==> config.mk <==
export PLATFORM = sky130hd
export DESIGN_NAME = round_robin_thread_scheduler_unit
export DESIGN_NICKNAME = d
export VERILOG_FILES = /design/src/rtl/rrts_pkg.sv /design/src/rtl/round_robin_thread_scheduler_unit.sv /design/src/rtl/rrts_ram.sv /design/src/rtl/rrts_alu.sv
export SDC_FILE = /design/constraint.sdc
export NUM_CORES = 1
export LEC_CHECK = 0
export BUFFER_PORTS_ARGS = -buffer_cell sky130_fd_sc_hd__clkbuf_2
export CAP_MARGIN = 20
export CELL_PAD_IN_SITES_DETAIL_PLACEMENT = 1
export CELL_PAD_IN_SITES_GLOBAL_PLACEMENT = 1
export CORE_ASPECT_RATIO = 1.2
export CORE_MARGIN = 2
export CORE_UTILIZATION = 36
export CTS_CLUSTER_SIZE = 30
export DETAILED_ROUTE_END_ITERATION = 10
export PLACE_DENSITY_LB_ADDON = 0.1
export SYNTH_ARGS = -nofsm -noshare
export SYNTH_HDL_FRONTEND = slang
export SYNTH_SLANG_ARGS = --single-unit
==> constraint.sdc <==
create_clock -name clk -period 11.45 [get_ports clk]
set_clock_uncertainty 0.05 [all_clocks]
set_input_delay 1.145 -clock clk [delete_from_list [all_inputs] [get_ports clk]]
set_output_delay 1.145 -clock clk [all_outputs]
set_load 0.02 [all_outputs]
==> src/rtl/rrts_pkg.sv <==
// rrts_pkg: shared constants and types of the round-robin thread scheduler
// request, status and thread mode codes, port widths, parameter defaults
// no dependencies
package rrts_pkg;

  localparam int ThreadsDef   = 16;
  localparam int CountBitsDef = 32;

  localparam int ReqW    = 3;
  localparam int TidW    = 4;
  localparam int StatusW = 3;
  localparam int OutCntW = 32;

  typedef logic [ReqW-1:0]    req_t;
  typedef logic [StatusW-1:0] status_t;
  typedef logic [1:0]         mode_t;

  localparam req_t REQ_TICK   = 3'd0;
  localparam req_t REQ_SPAWN  = 3'd1;
  localparam req_t REQ_TERM   = 3'd2;
  localparam req_t REQ_BLOCK  = 3'd3;
  localparam req_t REQ_RESUME = 3'd4;
  localparam req_t REQ_QUERY  = 3'd5;

  localparam status_t ST_OK      = 3'd0;
  localparam status_t ST_INVALID = 3'd1;
  localparam status_t ST_FULL    = 3'd2;
  localparam status_t ST_MAIN    = 3'd3;
  localparam status_t ST_HALT    = 3'd4;

  localparam mode_t MODE_RUN     = 2'd0;
  localparam mode_t MODE_BLOCKED = 2'd1;
  localparam mode_t MODE_READY   = 2'd2;

endpackage

==> src/rtl/round_robin_thread_scheduler_unit.sv <==
// Round-robin thread scheduler: one request at a time; the result word is registered
// in the done state and the next request is taken only after that, once the output is
// not stalled. The longest requests are block/terminate of a queued thread, which walk
// the ready queue through the queue ram (a read and a write state per entry).
// Synchronous active-low reset: thread 0 running with one quantum, queue empty;
// queue ram contents are not cleared. Uses rrts_pkg, rrts_ram, rrts_alu.
module round_robin_thread_scheduler_unit #(
  parameter int THREADS    = rrts_pkg::ThreadsDef,
  parameter int COUNT_BITS = rrts_pkg::CountBitsDef
) (
  input  logic                         clk,
  input  logic                         rst_n,
  input  logic                         in_valid,
  output logic                         in_stall,
  input  logic [rrts_pkg::ReqW-1:0]    in_req_type,
  input  logic [rrts_pkg::TidW-1:0]    in_thread_id,
  output logic                         out_valid,
  input  logic                         out_stall,
  output logic [rrts_pkg::StatusW-1:0] out_status,
  output logic [rrts_pkg::TidW-1:0]    out_new_id,
  output logic [rrts_pkg::TidW-1:0]    out_running_id,
  output logic [rrts_pkg::OutCntW-1:0] out_thread_quantums,
  output logic [rrts_pkg::OutCntW-1:0] out_total_quantums
);

  localparam int IdW   = $clog2(THREADS);
  localparam int FillW = IdW + 1;
  localparam int OutW  = rrts_pkg::OutCntW;

  localparam logic [3:0] S_IDLE    = 4'd0;
  localparam logic [3:0] S_DECODE  = 4'd1;
  localparam logic [3:0] S_TICK_WR = 4'd2;
  localparam logic [3:0] S_DISP_RD = 4'd3;
  localparam logic [3:0] S_DISP_WR = 4'd4;
  localparam logic [3:0] S_SCAN    = 4'd5;
  localparam logic [3:0] S_WALK_RD = 4'd6;
  localparam logic [3:0] S_WALK_WR = 4'd7;
  localparam logic [3:0] S_QUERY   = 4'd8;
  localparam logic [3:0] S_DONE    = 4'd9;

  function automatic logic [OutW-1:0] clip_out(input logic [COUNT_BITS-1:0] v);
    logic [COUNT_BITS-1:0] hi;
    hi = v >> OutW;
    return (hi != '0) ? '1 : OutW'(v);
  endfunction

  logic [3:0]                  state_r, state_nxt;
  rrts_pkg::req_t              req_r, req_nxt;
  logic [rrts_pkg::TidW-1:0]   tid_r, tid_nxt;
  logic [IdW-1:0]              head_r, head_nxt;
  logic [FillW-1:0]            fill_r, fill_nxt;
  logic [IdW-1:0]              cur_r, cur_nxt;
  logic [COUNT_BITS-1:0]       elapsed_r, elapsed_nxt;
  logic [THREADS-1:0]          slot_used_r, slot_used_nxt;
  logic [THREADS-1:0]          cnt_vld_r, cnt_vld_nxt;
  rrts_pkg::mode_t             mode_r [THREADS];
  rrts_pkg::mode_t             mode_nxt [THREADS];
  logic [FillW-1:0]            i_r, i_nxt;
  logic [FillW-1:0]            n_r, n_nxt;
  rrts_pkg::status_t           status_r, status_nxt;
  logic [IdW-1:0]              new_id_r, new_id_nxt;
  logic [OutW-1:0]             tq_r, tq_nxt;
  logic                        q_vld_r, q_one_r;
  logic                        out_valid_r, out_valid_nxt;
  rrts_pkg::status_t           out_status_r, out_status_nxt;
  logic [rrts_pkg::TidW-1:0]   out_new_id_r, out_new_id_nxt;
  logic [rrts_pkg::TidW-1:0]   out_running_r, out_running_nxt;
  logic [OutW-1:0]             out_tq_r, out_tq_nxt;
  logic [OutW-1:0]             out_total_r, out_total_nxt;

  logic [IdW-1:0]        t;
  logic                  tid_ok;
  logic [IdW-1:0]        k;
  logic                  f_we;
  logic [IdW-1:0]        f_waddr, f_raddr, f_wdata, f_rdata;
  logic                  q_we;
  logic [IdW-1:0]        q_raddr;
  logic [COUNT_BITS-1:0] q_rdata, qv;
  logic [COUNT_BITS-1:0] alu_cnt_in, cnt_bump;
  logic [IdW-1:0]        alu_idx_a, idx_sum;
  logic [FillW-1:0]      alu_idx_b;

  assign t       = IdW'(tid_r);
  assign tid_ok  = (int'(tid_r) < THREADS) && slot_used_r[t];
  assign k       = i_r[IdW-1:0];
  assign q_raddr = (req_r == rrts_pkg::REQ_QUERY) ? t : cur_r;
  assign qv      = q_vld_r ? q_rdata : (q_one_r ? COUNT_BITS'(1) : '0);
  assign f_waddr = idx_sum;
  assign alu_idx_a = head_r;

  rrts_ram #(.WIDTH(IdW), .DEPTH(THREADS)) u_queue_ram (
    .clk   (clk),
    .we    (f_we),
    .waddr (f_waddr),
    .wdata (f_wdata),
    .raddr (f_raddr),
    .rdata (f_rdata)
  );

  rrts_ram #(.WIDTH(COUNT_BITS), .DEPTH(THREADS)) u_quantum_ram (
    .clk   (clk),
    .we    (q_we),
    .waddr (cur_r),
    .wdata (cnt_bump),
    .raddr (q_raddr),
    .rdata (q_rdata)
  );

  rrts_alu #(.THREADS(THREADS), .COUNT_BITS(COUNT_BITS)) u_alu (
    .cnt_in   (alu_cnt_in),
    .cnt_bump (cnt_bump),
    .idx_a    (alu_idx_a),
    .idx_b    (alu_idx_b),
    .idx_sum  (idx_sum)
  );

  always_comb begin
    state_nxt     = state_r;
    req_nxt       = req_r;
    tid_nxt       = tid_r;
    head_nxt      = head_r;
    fill_nxt      = fill_r;
    cur_nxt       = cur_r;
    elapsed_nxt   = elapsed_r;
    slot_used_nxt = slot_used_r;
    cnt_vld_nxt   = cnt_vld_r;
    mode_nxt      = mode_r;
    i_nxt         = i_r;
    n_nxt         = n_r;
    status_nxt    = status_r;
    new_id_nxt    = new_id_r;
    tq_nxt        = tq_r;
    out_valid_nxt   = out_valid_r && out_stall;
    out_status_nxt  = out_status_r;
    out_new_id_nxt  = out_new_id_r;
    out_running_nxt = out_running_r;
    out_tq_nxt      = out_tq_r;
    out_total_nxt   = out_total_r;
    f_we       = 1'b0;
    f_wdata    = cur_r;
    f_raddr    = head_r;
    q_we       = 1'b0;
    alu_cnt_in = qv;
    alu_idx_b  = fill_r;

    case (state_r)
      S_IDLE: begin
        if (in_valid) begin
          req_nxt    = in_req_type;
          tid_nxt    = in_thread_id;
          status_nxt = rrts_pkg::ST_OK;
          new_id_nxt = '0;
          tq_nxt     = '0;
          state_nxt  = S_DECODE;
        end
      end
      S_DECODE: begin
        state_nxt = S_DONE;
        case (req_r)
          rrts_pkg::REQ_TICK: begin
            alu_cnt_in      = elapsed_r;
            elapsed_nxt     = cnt_bump;
            mode_nxt[cur_r] = rrts_pkg::MODE_READY;
            state_nxt       = S_TICK_WR;
          end
          rrts_pkg::REQ_SPAWN: begin
            i_nxt     = '0;
            state_nxt = S_SCAN;
          end
          rrts_pkg::REQ_TERM: begin
            if (!tid_ok) begin
              status_nxt = rrts_pkg::ST_INVALID;
            end else if (t == '0) begin
              // main thread gone: back to the reset state
              slot_used_nxt = THREADS'(1);
              cnt_vld_nxt   = '0;
              for (int j = 0; j < THREADS; j++) begin
                mode_nxt[j] = rrts_pkg::MODE_READY;
              end
              mode_nxt[0] = rrts_pkg::MODE_RUN;
              head_nxt    = '0;
              fill_nxt    = '0;
              cur_nxt     = '0;
              elapsed_nxt = COUNT_BITS'(1);
              status_nxt  = rrts_pkg::ST_HALT;
            end else begin
              slot_used_nxt[t] = 1'b0;
              cnt_vld_nxt[t]   = 1'b0;
              mode_nxt[t]      = rrts_pkg::MODE_READY;
              if (mode_r[t] == rrts_pkg::MODE_READY) begin
                i_nxt     = '0;
                n_nxt     = '0;
                state_nxt = S_WALK_RD;
              end else if (mode_r[t] == rrts_pkg::MODE_RUN) begin
                state_nxt = S_DISP_RD;
              end
            end
          end
          rrts_pkg::REQ_BLOCK: begin
            if (!tid_ok) begin
              status_nxt = rrts_pkg::ST_INVALID;
            end else if (t == '0) begin
              status_nxt = rrts_pkg::ST_MAIN;
            end else if (mode_r[t] == rrts_pkg::MODE_READY) begin
              mode_nxt[t] = rrts_pkg::MODE_BLOCKED;
              i_nxt       = '0;
              n_nxt       = '0;
              state_nxt   = S_WALK_RD;
            end else if (mode_r[t] == rrts_pkg::MODE_RUN) begin
              mode_nxt[t] = rrts_pkg::MODE_BLOCKED;
              state_nxt   = S_DISP_RD;
            end
          end
          rrts_pkg::REQ_RESUME: begin
            if (!tid_ok) begin
              status_nxt = rrts_pkg::ST_INVALID;
            end else if (mode_r[t] == rrts_pkg::MODE_BLOCKED) begin
              mode_nxt[t] = rrts_pkg::MODE_READY;
              if (fill_r < FillW'(THREADS)) begin
                f_we     = 1'b1;
                f_wdata  = t;
                fill_nxt = fill_r + FillW'(1);
              end
            end
          end
          rrts_pkg::REQ_QUERY: begin
            if (!tid_ok) begin
              status_nxt = rrts_pkg::ST_INVALID;
            end else begin
              state_nxt = S_QUERY;
            end
          end
          default: begin
            state_nxt = S_DONE;
          end
        endcase
      end
      S_TICK_WR: begin
        q_we               = 1'b1;
        cnt_vld_nxt[cur_r] = 1'b1;
        if (fill_r < FillW'(THREADS)) begin
          f_we     = 1'b1;
          f_wdata  = cur_r;
          fill_nxt = fill_r + FillW'(1);
        end
        state_nxt = S_DISP_RD;
      end
      S_DISP_RD: begin
        if (fill_r == '0) begin
          state_nxt = S_DONE;
        end else begin
          alu_idx_b = FillW'(1);
          head_nxt  = idx_sum;
          fill_nxt  = fill_r - FillW'(1);
          state_nxt = S_DISP_WR;
        end
      end
      S_DISP_WR: begin
        cur_nxt           = f_rdata;
        mode_nxt[f_rdata] = rrts_pkg::MODE_RUN;
        state_nxt         = S_DONE;
      end
      S_SCAN: begin
        if (!slot_used_r[k]) begin
          slot_used_nxt[k] = 1'b1;
          cnt_vld_nxt[k]   = 1'b0;
          mode_nxt[k]      = rrts_pkg::MODE_READY;
          new_id_nxt       = k;
          if (fill_r < FillW'(THREADS)) begin
            f_we     = 1'b1;
            f_wdata  = k;
            fill_nxt = fill_r + FillW'(1);
          end
          state_nxt = S_DONE;
        end else if (i_r == FillW'(THREADS - 1)) begin
          status_nxt = rrts_pkg::ST_FULL;
          state_nxt  = S_DONE;
        end else begin
          i_nxt = i_r + FillW'(1);
        end
      end
      S_WALK_RD: begin
        alu_idx_b = i_r;
        if (i_r < fill_r) begin
          f_raddr   = idx_sum;
          state_nxt = S_WALK_WR;
        end else begin
          fill_nxt  = n_r;
          state_nxt = S_DONE;
        end
      end
      S_WALK_WR: begin
        // compact in place behind the read pointer, head stays
        alu_idx_b = n_r;
        if (f_rdata != t) begin
          f_we    = 1'b1;
          f_wdata = f_rdata;
          n_nxt   = n_r + FillW'(1);
        end
        i_nxt     = i_r + FillW'(1);
        state_nxt = S_WALK_RD;
      end
      S_QUERY: begin
        tq_nxt    = clip_out(qv);
        state_nxt = S_DONE;
      end
      S_DONE: begin
        if (!out_valid_r || !out_stall) begin
          out_valid_nxt   = 1'b1;
          out_status_nxt  = status_r;
          out_new_id_nxt  = rrts_pkg::TidW'(new_id_r);
          out_running_nxt = rrts_pkg::TidW'(cur_r);
          out_tq_nxt      = tq_r;
          out_total_nxt   = clip_out(elapsed_r);
          state_nxt       = S_IDLE;
        end
      end
      default: begin
        state_nxt = S_IDLE;
      end
    endcase
  end

  always_ff @(posedge clk) begin
    if (!rst_n) begin
      state_r     <= S_IDLE;
      head_r      <= '0;
      fill_r      <= '0;
      cur_r       <= '0;
      elapsed_r   <= COUNT_BITS'(1);
      slot_used_r <= THREADS'(1);
      cnt_vld_r   <= '0;
      mode_r[0]   <= rrts_pkg::MODE_RUN;
      for (int j = 1; j < THREADS; j++) begin
        mode_r[j] <= rrts_pkg::MODE_READY;
      end
      out_valid_r <= 1'b0;
    end else begin
      state_r     <= state_nxt;
      head_r      <= head_nxt;
      fill_r      <= fill_nxt;
      cur_r       <= cur_nxt;
      elapsed_r   <= elapsed_nxt;
      slot_used_r <= slot_used_nxt;
      cnt_vld_r   <= cnt_vld_nxt;
      mode_r      <= mode_nxt;
      out_valid_r <= out_valid_nxt;
    end
  end

  always_ff @(posedge clk) begin
    req_r         <= req_nxt;
    tid_r         <= tid_nxt;
    i_r           <= i_nxt;
    n_r           <= n_nxt;
    status_r      <= status_nxt;
    new_id_r      <= new_id_nxt;
    tq_r          <= tq_nxt;
    q_vld_r       <= cnt_vld_r[q_raddr];
    q_one_r       <= (q_raddr == '0);
    out_status_r  <= out_status_nxt;
    out_new_id_r  <= out_new_id_nxt;
    out_running_r <= out_running_nxt;
    out_tq_r      <= out_tq_nxt;
    out_total_r   <= out_total_nxt;
  end

  assign in_stall            = (state_r != S_IDLE);
  assign out_valid           = out_valid_r;
  assign out_status          = out_status_r;
  assign out_new_id          = out_new_id_r;
  assign out_running_id      = out_running_r;
  assign out_thread_quantums = out_tq_r;
  assign out_total_quantums  = out_total_r;

`ifndef NO_ASSERTIONS
  a_fill_bound: assert property (@(posedge clk) disable iff (!rst_n)
    fill_r <= FillW'(THREADS))
    else $error("ready queue fill above thread count");

  a_main_used: assert property (@(posedge clk) disable iff (!rst_n)
    slot_used_r[0])
    else $error("main thread slot not in use");

  a_cur_running: assert property (@(posedge clk) disable iff (!rst_n)
    state_r == S_IDLE |-> slot_used_r[cur_r] && mode_r[cur_r] == rrts_pkg::MODE_RUN)
    else $error("current thread not a running used slot");

  a_out_from_done: assert property (@(posedge clk) disable iff (!rst_n)
    $rose(out_valid_r) |-> $past(state_r) == S_DONE)
    else $error("result word raised outside done state");

  a_walk_order: assert property (@(posedge clk) disable iff (!rst_n)
    (state_r == S_WALK_RD || state_r == S_WALK_WR) |-> n_r <= i_r)
    else $error("queue compaction write passed read pointer");
`endif

endmodule

==> src/rtl/rrts_ram.sv <==
// rrts_ram: generic single-write, single-read ram with registered read data
// no dependencies
module rrts_ram #(
  parameter int WIDTH = 8,
  parameter int DEPTH = 16
) (
  input  logic                     clk,
  input  logic                     we,
  input  logic [$clog2(DEPTH)-1:0] waddr,
  input  logic [WIDTH-1:0]         wdata,
  input  logic [$clog2(DEPTH)-1:0] raddr,
  output logic [WIDTH-1:0]         rdata
);

  logic [WIDTH-1:0] mem [DEPTH];

  always_ff @(posedge clk) begin
    if (we) begin
      mem[waddr] <= wdata;
    end
    rdata <= mem[raddr];
  end

endmodule

==> src/rtl/rrts_alu.sv <==
// rrts_alu: shared arithmetic of the scheduler sequencer
// saturating counter increment and ready-queue index add modulo THREADS
// no dependencies
module rrts_alu #(
  parameter int THREADS    = 16,
  parameter int COUNT_BITS = 32
) (
  input  logic [COUNT_BITS-1:0]      cnt_in,
  output logic [COUNT_BITS-1:0]      cnt_bump,
  input  logic [$clog2(THREADS)-1:0] idx_a,
  input  logic [$clog2(THREADS):0]   idx_b,
  output logic [$clog2(THREADS)-1:0] idx_sum
);

  localparam int IdW  = $clog2(THREADS);
  localparam int SumW = IdW + 2;

  logic [SumW-1:0] raw_sum;
  logic [SumW-1:0] wrap_sum;

  assign cnt_bump = (cnt_in == '1) ? cnt_in : cnt_in + COUNT_BITS'(1);

  assign raw_sum  = SumW'(idx_a) + SumW'(idx_b);
  assign wrap_sum = (raw_sum >= SumW'(THREADS)) ? raw_sum - SumW'(THREADS) : raw_sum;
  assign idx_sum  = IdW'(wrap_sum);

endmodule

---- After elaboration in Yosys (flattened, before gate mapping) ----
Memories as Yosys holds them, arrays and structs flattened. A register that Yosys moved wholly into a read port is not among the register bits.
Cells that the tools add are included.
operators by class
  $add $sub $neg .......................... 7
  $lt $le $gt $ge ......................... 18
  equal/unequal tests ..................... 54
  mux-type cells .......................... 134
  bitwise operators ....................... 25
  reductions and logical operators ........ 48
operator list
  operator                                       count
  two-way mux 32 bit                             16
  two-way mux 16 bit                             8
  case mux 32 bit (2 select lines)               2
  case mux 32 bit (4 select lines)               1
  bitwise AND 16 bit                             7
  two-way mux 4 bit                              27
  NOT 16 bit                                     6
  OR 16 bit                                      6
  case mux 32 bit (3 select lines)               1
  two-way mux 5 bit                              16
  case mux 16 bit (3 select lines)               1
  case mux 4 bit (9 select lines)                1
  != test 3 bit, second input constant           11
  adder 32 x 1 -> 32 bit, second input constant  1
  bitwise AND 32 bit                             1
  demux 2 bit (select 4 bit)                     4
  equality test 32 bit, second input constant    1
  != test 2 bit, second input constant           16
  NOT 32 bit                                     1
  case mux 16 bit (2 select lines)               1
  case mux 5 bit (2 select lines)                3
  case mux 5 bit (3 select lines)                2
  case mux 5 bit (5 select lines)                1
  two-way mux 3 bit                              8
  other kinds (59)                               144
storage, ports and cells
  register bits after elaboration ......... 247
  memory bits (writable) .................. 576
  input port bits ......................... 11
  output and inout bits ................... 77
  memories kept ........................... 2
memories
  memory             words  bits a word  rd ports  clocked after memory_dff  write ports  RTL line        RTL
  u_quantum_ram.mem  16     32           1         1                         1            rrts_ram.sv:15  logic [WIDTH-1:0] mem [DEPTH];
  u_queue_ram.mem    16     4            1         1                         1            rrts_ram.sv:15

---- Depth between registers and ports, before layout ----
Gate-level depths: netlist of run 1.
  depth after elaboration ................. 13
  mapped depth ............................ 18

---- Modules after synthesis ----
Synthesis of run 1 repeated with hierarchy kept, for this count alone.
second synthesis, totals
  cells, all modules ...................... 2484
  area, all modules ....................... 36231.0 µm²
modules (own cells, without submodules)
  module                             instances  cells an instance  area each (µm²)  seq. area each (µm²)
  rrts_ram (u_quantum_ram)           1          838                19836.5          16015.4
  round_robin_thread_scheduler_unit  1          1394               12829.8          6256.0
  rrts_ram (u_queue_ram)             1          130                2666.3           2001.9
  rrts_alu                           1          122                898.4            0.0

---- Worst setup path after synthesis of run 1 ----
No wires, ideal clock.
  kind .................................... register to register
  start ................................... register state_r[0]
  end ..................................... register out_new_id_r, in the netlist out_new_id[0] (enable)
  setup time .............................. 0.533 ns
  data arrival time ....................... 4.834 ns
  data required time ...................... 10.867 ns
  path slack .............................. 6.033 ns
  stages on the path, launching flop included .. 5
  buffers on the path ..................... 2
  cell sequence ........................... dfxtp_1 buf_1 buf_1 nand3_1 a21oi_1
between the ends
  word-level cells in the longest chain between the ends .. 2
ends and longest elaborated chain
  item                           RTL line                                  RTL
  start: declaration             round_robin_thread_scheduler_unit.sv:47   logic [3:0] state_r, state_nxt;
  start signal: assignment       round_robin_thread_scheduler_unit.sv:339  state_r <= state_nxt;
  equality test 4 bit            round_robin_thread_scheduler_unit.sv:146  case (state_r)
  AND reduction 2 bit (no line)  -
  end signal: assignment         round_robin_thread_scheduler_unit.sv:362  out_new_id_r <= out_new_id_nxt;
  end: declaration               round_robin_thread_scheduler_unit.sv:66   logic [rrts_pkg::TidW-1:0] out_new_id_r, out_new_id_nxt;
No other way between the ends.
A chain may end at the register's enable or synchronous reset.

---- Worst setup path in the final report of run 1 ----
  start ................................... register state_r[0]
  end ..................................... memory u_quantum_ram.mem[4][25] in the netlist's numbering, data pin
between the ends
  word-level cells in the longest chain between the ends .. 4
ends and longest elaborated chain
  item                                                            RTL line                                  RTL
  equality test 4 x 1 -> 1 bit (*)                                round_robin_thread_scheduler_unit.sv:146
  two-way mux 32 bit (*)                                          round_robin_thread_scheduler_unit.sv:146
  adder 32 x 1 -> 32 bit or equality test 32 bit (tied branches)  rrts_alu.sv:21                            assign cnt_bump = (cnt_in == '1) ? cnt_in : cnt_in + COUNT_BITS'(1);
  two-way mux 32 bit (*)                                          rrts_alu.sv:21
  via cnt_bump[25]                                                round_robin_thread_scheduler_unit.sv:79   logic [COUNT_BITS-1:0] alu_cnt_in, cnt_bump;
  end: declaration                                                rrts_ram.sv:15
Mark *: on every way through the listed nets, which the timed path passes. The rest lies on a longest branch.

==> results of run 1 <==
-- final timing paths --
check,end,cells past startpoint,slack [ps]
max,u_quantum_ram.mem[4][25],15,4860
min,out_thread_quantums[16],0,360
max reg2reg,u_quantum_ram.mem[4][25],15,4860
min reg2reg,out_thread_quantums[16],0,360
-- stage by stage --
step	cell area [µm²]	power [µW]	setup slack, ps	utilization, %	hold WS, ps
after floorplan	36900	4240	6030	-	350
after global placement	39100	4610	4950	38.5	355
after detailed placement	39100	4620	4780	38.5	356
after CTS	42200	7680	4740	41.5	356
after global routing	42300	7870	4350	41.7	358
final	42300	7630	4860	41.7	360
-- flip-flops by register name, summed over array words and instances, names as in the netlist, 5 cells and up --
| name | cells |
|---|---|
| n_r | 5 |
| fill_r | 5 |
| tq_r | 32 |
| elapsed_r | 32 |
| u_quantum_ram.rdata | 32 |
| i_r | 5 |
| slot_used_r | 16 |
| mode_r | 32 |
| u_queue_ram.mem | 64 |
| cnt_vld_r | 16 |
| out_total_quantums | 32 |
| u_quantum_ram.mem | 512 |
| out_thread_quantums | 32 |
-- final cells by class --
cell class | count | area (µm²)
clock inverter | 46 | 606
timing repair buffer | 172 | 1100
inverter | 35 | 131
tap | 1365 | 1710
fill | 10400 | 59200
sequential | 859 | 24300
clock buffer | 125 | 2480
multi-input combinational | 1616 | 12000
-- power groups by stage --
stage,clock (µW),sequential (µW),combinational (µW)
after global routing,3230,3680,961
final,3060,3670,895
after CTS,3120,3670,887
after detailed placement,0,3740,885
after global placement,0,3740,870
after floorplan,0,3670,566
-- layout by cell type, fill, tap and decap left out, types with 34 or more instances in the layout --
| cell type | Yosys | layout |
|---|---|---|
| inv_1 | 34 | 34 |
| a211oi_1 | 41 | 41 |
| dfxtp_1 | 152 | 151 |
| and3_1 | 41 | 40 |
| o21ai_0 | 122 | 122 |
| a21oi_1 | 169 | 166 |
| and2_1 | 45 | 42 |
| edfxtp_1 | 707 | 707 |
| nand2_1 | 261 | 260 |
| clkbuf_2 | 0 | 87 |
| xnor2_1 | 37 | 37 |
| buf_4 | 1 | 82 |
| mux4_2 | 149 | 149 |
| nand3_1 | 76 | 75 |
| clkbuf_16 | 0 | 92 |
| a31oi_1 | 58 | 58 |
| nor2_1 | 190 | 180 |
-- layer usage --
layer  part of all wire, %  routed length, µm
met1                    43              53700
met2                    49              61900
met3                   4.5               5710
met4                   3.5               4390
met5                     0                  0
-- critical path, cell delays in order (launching register included) --
cell	delay (ps)
dfxtp_1	880
or4b_1	790
nor3_4	260
buf_4	580
nand2_1	100
o21ai_0	140
ha_1	330
nand4_1	170
nor4_1	420
nand3_1	190
a2111oi_4	670
buf_4	330
nor4_2	60
buf_4	200
nor2b_1	150
xnor2_1	780
-- cells by family (layout without fill, tap and decap cells) --
family,after synthesis,count (layout),synth area share (%)
compound gates,581,581,9.86
xor+xnor,51,51,1.21
fa+ha+maj,18,18,0.631
buf+inv,204,378,2.17
flops,859,859,65.8
mux,194,194,10.3
simple gates,772,772,9.99
==> out/qor.txt, run 1 <==
status: finished, final reports clean
Setup crit start: state_r[0]
Avg Synthesized Cell Area: 13.8 µm²
setup tns final: 0 ps
NumNets Final: 2804
setup violators final: 0
row cnt: 128
Slew Limit Fails: 0
#FFs+latches synth: 859
Hold Startpoint: tq_r[16]
Residual DRC: 0
1st-pass router iterations: 7
PwrDens: 180 nW/µm²
core footprint: 102000 µm²
min Tclk post-route: 6590 ps
number of gates resized after cts: 0
Initial Utilization: 36.3%
Tot GR Track Use: 23.9%
ys flop type: edfxtp_1
worst vdd ir: 0.117 mV
Synth cell types: 80
final cell count without fillers: 4218
Fmax: 152 MHz
Sink Count: 859
global routing usage on met3: 2.67%
async set-reset flop share out of synthesis: 0%
CP endpoint kind: flop
Mapped Cells: 2679
total I/O pin count: 88
initial antenna violation count: 1
Hold Path Class: reg -> reg
Synth Net Count: 2708
RSZ-0062 raised after global routing: false
Synth warnings: 0
Clock Tree Buf Depth: 3
Internal: 5610 µW
Max-cap violations: 0
Seq pwr share: 48.2%
antenna cells: 0
DP Cell Count: 4025
RD Place Congestion: 0.910
M1 GR Usage: 31.6%
first-pass GRT wire length: 181000 µm
TritonCTS clock tree: yes
synthesis-to-layout area growth: 14.7%
Pleak: 0.0141 µW
H-tree depth: 3
CTS Buf Count: 91
final hold vios: 0
Rel. slew slack: 16.6%
layout cell share with drive strength beyond 1: 18.0%
vias in the first global route: 25200
worst path arrival time: 6850 ps
IO Port Bufs: 87
clk_lat worst skew: 670 ps
mean routed wirelength per cell: 29.8 µm
top cell type's share of synthesized area: 57.5%
number of flops mapped to enable cells by yosys: 707
Net Switching: 2020 µW
count leader, synth: edfxtp_1
total congestion overflow: 0
reg2reg start: state_r[0]
Die Height: 355 µm
Die X: 296 µm
buffer count from post-CTS setup fixing: 0
CTS Root Cell: clkbuf_16
routing usage on met2: 40.4%
Setup CP Type: reg -> reg
Logic pwr share: 11.7%
WP data required: 11720 ps
sequential share of the synthesized area: 65.8%
Hold-fix buffers, CTS: 0
GR peak layer: met2
post-synth top area cell: edfxtp_1
ranking of synthesized cells by area: edfxtp_1 58%, mux4_2 9.1%, dfxtp_1 8.2%
final WL: 126000 µm
largest net degree at the start of global routing: 134
die area: 105000 µm²
antenna viol nets, final: 0
Clk pwr share: 40.1%
synth cell count leaders: 707 x edfxtp_1, 261 x nand2_1, 190 x nor2_1
crit share post-route: 57.5%
First DRT Iteration DRCs: 1993
crit-path max FO: 66
worst slew pin tran: 1220 ps
Sw Share: 26.5%
startpoint types: flop
hpwl dp: 77500 µm
clock slew at reported path FFs: 60 ps
via count: 24400
Mapped Area: 36900 µm²
vias per cell: 5.79
No activity file was read; power rests on OpenSTA's default activity.
==> inputs of run 2 (changes only) <==
clock period = 5.6 ns   (was 11.45 ns; I/O delays follow)
==> out/qor.txt, run 2 (synthesis results as in run 1) <==
Sink Count: 859 (unchanged)
Tot GR Track Use: 24.1% (+0.27 points)
M1 GR Usage: 32.1% (+0.58 points)
Die X: 296 µm (unchanged)
worst vdd ir: 0.207 mV (+77%)
routing usage on met2: 40.6% (+0.29 points)
Rel. slew slack: 26.2% (+9.6 points)
reg2reg start: req_r[0]
die area: 105000 µm² (unchanged)
Residual DRC: 0 (unchanged)
via count: 24600 (+0.89%)
crit-path max FO: 18 (-73%)
WP data required: 5870 ps (-5850 ps)
Slew Limit Fails: 0 (unchanged)
status: finished, final reports clean
Setup CP Type: reg -> reg
CTS Buf Count: 93 (+2.2%)
Pleak: 0.0145 µW (+2.5%)
RD Place Congestion: 0.913 (+0.42%)
layout cell share with drive strength beyond 1: 19.4% (+1.4 points)
CP endpoint kind: flop
Hold Startpoint: in_thread_id[3]
Largest Register: u_quantum_ram.mem
Initial Utilization: 36.3% (unchanged)
biggest regs: u_quantum_ram.mem: 512 flops, u_queue_ram.mem: 64 flops
initial antenna violation count: 4 (+3)
first-pass GRT wire length: 184000 µm (+1.6%)
NumNets Final: 2849 (+1.6%)
row cnt: 128 (unchanged)
hold endpoint: t[3]
H-tree depth: 3 (unchanged)
synthesis-to-layout area growth: 16.4%
crit share post-route: 84.9% (+27 points)
vias in the first global route: 26000 (+3.1%)
hpwl dp: 82100 µm (+6.0%)
commonest non-fill, non-tap cells in the layout: 707 x edfxtp_1, 260 x nand2_1, 181 x nor2_1
max reg flops: 512 (unchanged)
Die Height: 355 µm (unchanged)
final WL: 127000 µm (+0.66%)
Worst path max stage delay: 800 ps (-80 ps)
most frequent CP cell: buf_4
RSZ-0062 raised after global routing: false
clock slew at reported path FFs: 60 ps (about the same)
total congestion overflow: 0 (unchanged)
GR peak layer: met2
1st-pass router iterations: 5 (-2)
antenna viol nets, final: 0 (unchanged)
buffer count from post-CTS setup fixing: 0 (unchanged)
Max-cap violations: 0 (unchanged)
PwrDens: 375 nW/µm² (+110%)
setup tns final: 0 ps (unchanged)
worst hold path cell count: 1 (+1)
FF-to-FF path depth: 13 (-2)
largest net degree at the start of global routing: 83 (-38%)
IO Port Bufs: 87 (unchanged)
Fmax: 210 MHz (+38%)
startpoint types: flop
final hold vios: 0 (unchanged)
mean routed wirelength per cell: 29.7 µm (-0.50%)
TritonCTS clock tree: yes
commonest non-fill, non-tap cell in the layout: edfxtp_1
clk_lat worst skew: 660 ps (about the same)
setup violators final: 0 (unchanged)
Reg2Reg Setup Slack: 840 ps (-4020 ps)
Buf+Inv Stages, Crit Path: 2 (-1)
Hold Path Class: in -> reg
critical path's slowest cell: xor2_1
CTS Root Cell: clkbuf_16
top cell family by delay on the critical path: simple AND/OR/NAND/NOR gates
First DRT Iteration DRCs: 2050 (+2.9%)
Clock Tree Buf Depth: 3 (unchanged)
global routing usage on met3: 2.62% (-0.050 points)
vias per cell: 5.77 (-0.27%)
post-layout util: 42.3% (+0.64 points)
total I/O pin count: 88 (unchanged)
worst r2r dst: u_quantum_ram.mem[1][27]
worst slew pin tran: 1100 ps (-120 ps)
worst path arrival time: 5030 ps (-1820 ps)
min Tclk post-route: 4760 ps (-1830 ps)
critical path, cell by cell: or2_2 > nor3_4 > buf_4 > o21ai_0 > ha_1 > nand4_1 > nor4_1 > nand3_1 > a2111oi_4 > buf_4 > nor4_2 > nand2_1 > xor2_1
core footprint: 102000 µm² (unchanged)
[run 2: what timing repair did]
action	CTS	global route
resized for setup	0	0
hold endpoints to repair	3	0
hold buffers	3	0
[run 2: stage by stage]
| step | setup slack [ps] | power [µW] | std cells | hold slack [ps] | area (µm²) |
|---|---|---|---|---|---|
| final | 844 | 16100 | 4267 | 41.5 | 43000 |
| after global routing | 479 | 16600 | 4265 | 20.2 | 43000 |
| after CTS | 588 | 16200 | 4251 | 2.98 | 42900 |
| after detailed placement | 599 | 9550 | 4073 | 355 | 39500 |
| after global placement | 775 | 9510 | 4068 | 352 | 39500 |
| after floorplan | 183 | 8670 | 2679 | 350 | 36900 |
[run 2: final cells by class]
class	instances	area, µm²
clock inverter	54	764
clock buffer	121	2550
tap	1365	1710
multi-input combinational	1616	12000
timing repair buffer	215	1510
inverter	35	131
antenna	2	5.00
sequential	859	24300
fill	10400	58600
[run 2: per-layer routing]
| metal | part of all wire, % | vias up |
|---|---|---|
| li1 | - | 10700 |
| met1 | 43 | 12900 |
| met2 | 49 | 749 |
| met3 | 4.4 | 248 |
| met4 | 3.6 | 2 |
| met5 | 0.0087 | - |
[run 2: power breakdown]
group / switching, µW / internal (µW) / leakage [µW]
combinational: 1300 / 602 / 0.00507
sequential: 255 / 7270 / 0.00781
clock: 2610 / 4060 / 0.00161
[run 2: worst max path at each step]
stage | cells after the start | end | start
finish | 13 | u_quantum_ram.mem[1][27] | req_r[0]
global route | 13 | u_quantum_ram.mem[15][27] | req_r[1]
CTS | 13 | u_quantum_ram.mem[15][29] | req_r[0]
detailed placement | 13 | u_quantum_ram.mem[13][29] | req_r[0]
global placement | 14 | u_quantum_ram.mem[9][10] | state_r[3]
floorplan | 4 | out_new_id[0] | state_r[0]
[run 2: worst reg2reg max path, stage by stage, from the launching register on]
cell	delay, ps
edfxtp_1	540
or2_2	380
nor3_4	310
buf_4	300
o21ai_0	160
ha_1	280
nand4_1	160
nor4_1	90
nand3_1	140
a2111oi_4	100
buf_4	170
nor4_2	750
nand2_1	200
xor2_1	800
==> inputs of run 3 (changes only) <==
clock period = 4.44 ns   (was 5.6 ns; I/O delays follow)
==> out/qor.txt, run 3 (synthesis results as in run 1) <==
Sink Count: 859 (unchanged)
vias per cell: 5.78 (+0.13%)
NumNets Final: 2919 (+2.5%)
Hold Path Class: in -> reg
Fmax: 239 MHz (+14%)
synthesis-to-layout area growth: 18.0%
most frequent CP cell: buf_4
IO Port Bufs: 87 (unchanged)
Clock Tree Buf Depth: 3 (unchanged)
final cell count without fillers: 4335 (+1.6%)
biggest regs: u_quantum_ram.mem: 512 flops, u_queue_ram.mem: 64 flops
CTS Buf Count: 92 (-1.1%)
Pleak: 0.0149 µW (+2.6%)
Worst path max stage delay: 590 ps (-210 ps)
layout cell share with drive strength beyond 1: 21.9% (+2.4 points)
Clk pwr share: 38.6% (-2.8 points)
WP data required: 4810 ps (-1060 ps)
mean routed wirelength per cell: 29.9 µm (+0.69%)
RSZ-0062 raised after global routing: false
commonest non-fill, non-tap cells in the layout: 707 x edfxtp_1, 260 x nand2_1, 180 x nor2_1
critical path's slowest cell: or4b_1
Slew Limit Fails: 0 (unchanged)
row cnt: 128 (unchanged)
Logic pwr share: 12.9% (+1.1 points)
CTS Root Cell: clkbuf_16
initial antenna violation count: 3 (-1)
vias in the first global route: 26200 (+0.79%)
min Tclk post-route: 4180 ps (-574 ps)
total I/O pin count: 88 (unchanged)
worst slew pin tran: 1090 ps (-7.19 ps)
PwrDens: 449 nW/µm² (+20%)
TritonCTS clock tree: yes
setup tns final: 0 ps (unchanged)
Setup CP Type: reg -> reg
startpoint types: flop
H-tree depth: 3 (unchanged)
crit-path max FO: 16 (-2)
hpwl dp: 84500 µm (+2.9%)
via count: 25000 (+1.7%)
largest net degree at the start of global routing: 68 (-18%)
status: finished, final reports clean
DP Cell Count: 4145 (+1.8%)
RD Place Congestion: 0.937 (+2.6%)
worst path arrival time: 4550 ps (-480 ps)
Rel. slew slack: 27.2% (+0.96 points)
total congestion overflow: 0 (unchanged)
Tot GR Track Use: 24.6% (+0.48 points)
Seq pwr share: 48.5% (+1.7 points)
1st-pass router iterations: 7 (+2)
Max-cap violations: 0 (unchanged)
final WL: 129000 µm (+2.3%)
CP endpoint kind: flop
clock slew at reported path FFs: 60 ps (about the same)
Sw Share: 26.9% (+1.1 points)
fillcell total: 10400 (unchanged)
Initial Utilization: 36.3% (unchanged)
post-route cell area: 43500 µm² (+1.3%)
setup violators final: 0 (unchanged)
critical path, cell by cell: or4b_1 > nor3_4 > nand2_1 > o21ai_0 > ha_1 > buf_4 > nand2_1 > nor3_2 > nand4_1 > a2111oi_4 > buf_4 > buf_4 > nor2_1 > nand4_1 > xnor2_1 > a21oi_4
worst vdd ir: 0.296 mV (+43%)
max reg flops: 512 (unchanged)
Internal: 14300 µW (+20%)
Die X: 296 µm (unchanged)
Die Height: 355 µm (unchanged)
First DRT Iteration DRCs: 2183 (+6.5%)
Residual DRC: 0 (unchanged)
commonest non-fill, non-tap cell in the layout: edfxtp_1
Largest Register: u_quantum_ram.mem
clk_lat worst skew: 680 ps (+20 ps)
Net Switching: 5270 µW (+26%)
final hold vios: 0 (unchanged)
antenna viol nets, final: 0 (unchanged)
die area: 105000 µm² (unchanged)
top cell family by delay on the critical path: simple AND/OR/NAND/NOR gates
core footprint: 102000 µm² (unchanged)
crit share post-route: 94.2% (+9.3 points)
first-pass GRT wire length: 187000 µm (+1.4%)
dpl cell area: 40300 µm² (+1.9%)
post-layout util: 42.9% (+0.57 points)
Buf+Inv Stages, Crit Path: 3 (+1)
[run 3: changes by cell type in the layout (fill, tap and decap cells not counted), moves of 4 or more]
| cell | previous run | this run |
|---|---|---|
| buf_12 | 8 | 23 |
| xor2_1 | 14 | 10 |
| xor2_2 | 0 | 4 |
| xnor2_2 | 0 | 10 |
| buf_4 | 116 | 169 |
| bufinv_16 | 18 | 5 |
| clkinv_2 | 12 | 22 |
| dlygate4sd3_1 | 3 | 7 |
| xnor2_1 | 37 | 25 |
[run 3: final cells by class]
class / count / area [µm²] / area share [%]
Timing Repair Buffer: 286 / 2230 / 5.13
Clock buffer: 116 / 2480 / 5.71
Tap cell: 1365 / 1710 / 3.92
Clock inverter: 57 / 465 / 1.07
Sequential cell: 859 / 24300 / 55.7
Multi-Input combinational cell: 1616 / 12200 / 28.1
Inverter: 35 / 131 / 0.302
Antenna cell: 1 / 2.50 / 0.00575
[run 3: worst register-to-register path, stage by stage (launching register included)]
cell	delay (ps)
dfxtp_1	320
or4b_1	590
nor3_4	220
nand2_1	80
o21ai_0	120
ha_1	220
buf_4	130
nand2_1	70
nor3_2	210
nand4_1	180
a2111oi_4	580
buf_4	210
buf_4	160
nor2_1	150
nand4_1	150
xnor2_1	110
a21oi_4	370
[run 3: final timing paths]
kind	startpoint	endpoint	slack, ps	depth (start not counted)
worst max-delay path	state_r[3]	u_quantum_ram.mem[7][5]	260	16
worst min-delay path	out_stall	out_valid	50	3
worst max register to register	state_r[3]	u_quantum_ram.mem[7][5]	260	16
worst min register to register	new_id_r[0]	out_new_id[0]	370	0
[run 3: per-stage QoR]
step	total power [µW]	setup WS (ps)	hold slack (ps)
2_1_floorplan	10900	7.24	350
3_3_place_gp	12100	-84.8	353
3_5_place_dp	12100	-238	359
4_1_cts	19700	71.8	21.2
5_1_grt	20200	0.181	50.4
6_report	19600	258	49.8
[run 3: metal layers]
layer / routed length, µm / track usage (%) / up-vias
li1: - / - / 10800
met1: 55000 / 32.5 / 13200
met2: 63900 / 41.5 / 760
met3: 6290 / 3.35 / 213
met4: 4150 / 8.65 / 2
met5: 14 / 0 / -
[run 3: timing repair]
item                                   4_1_cts  5_1_grt
setup endpoints to repair                  179      305
buffers inserted                             0        3
pin swaps                                    0        5
gates resized for setup                     12       10
endpoints found under the hold margin        7        0
hold buffers                                 7        0
[run 3: power by group through the flow]
stage	Combinational, µW	Sequential (µW)	Clock [µW]
6_report	2530	9470	7550
5_1_grt	2700	9490	8040
4_1_cts	2520	9470	7740
3_5_place_dp	2490	9640	0
3_3_place_gp	2460	9630	0
2_1_floorplan	1470	9470	0
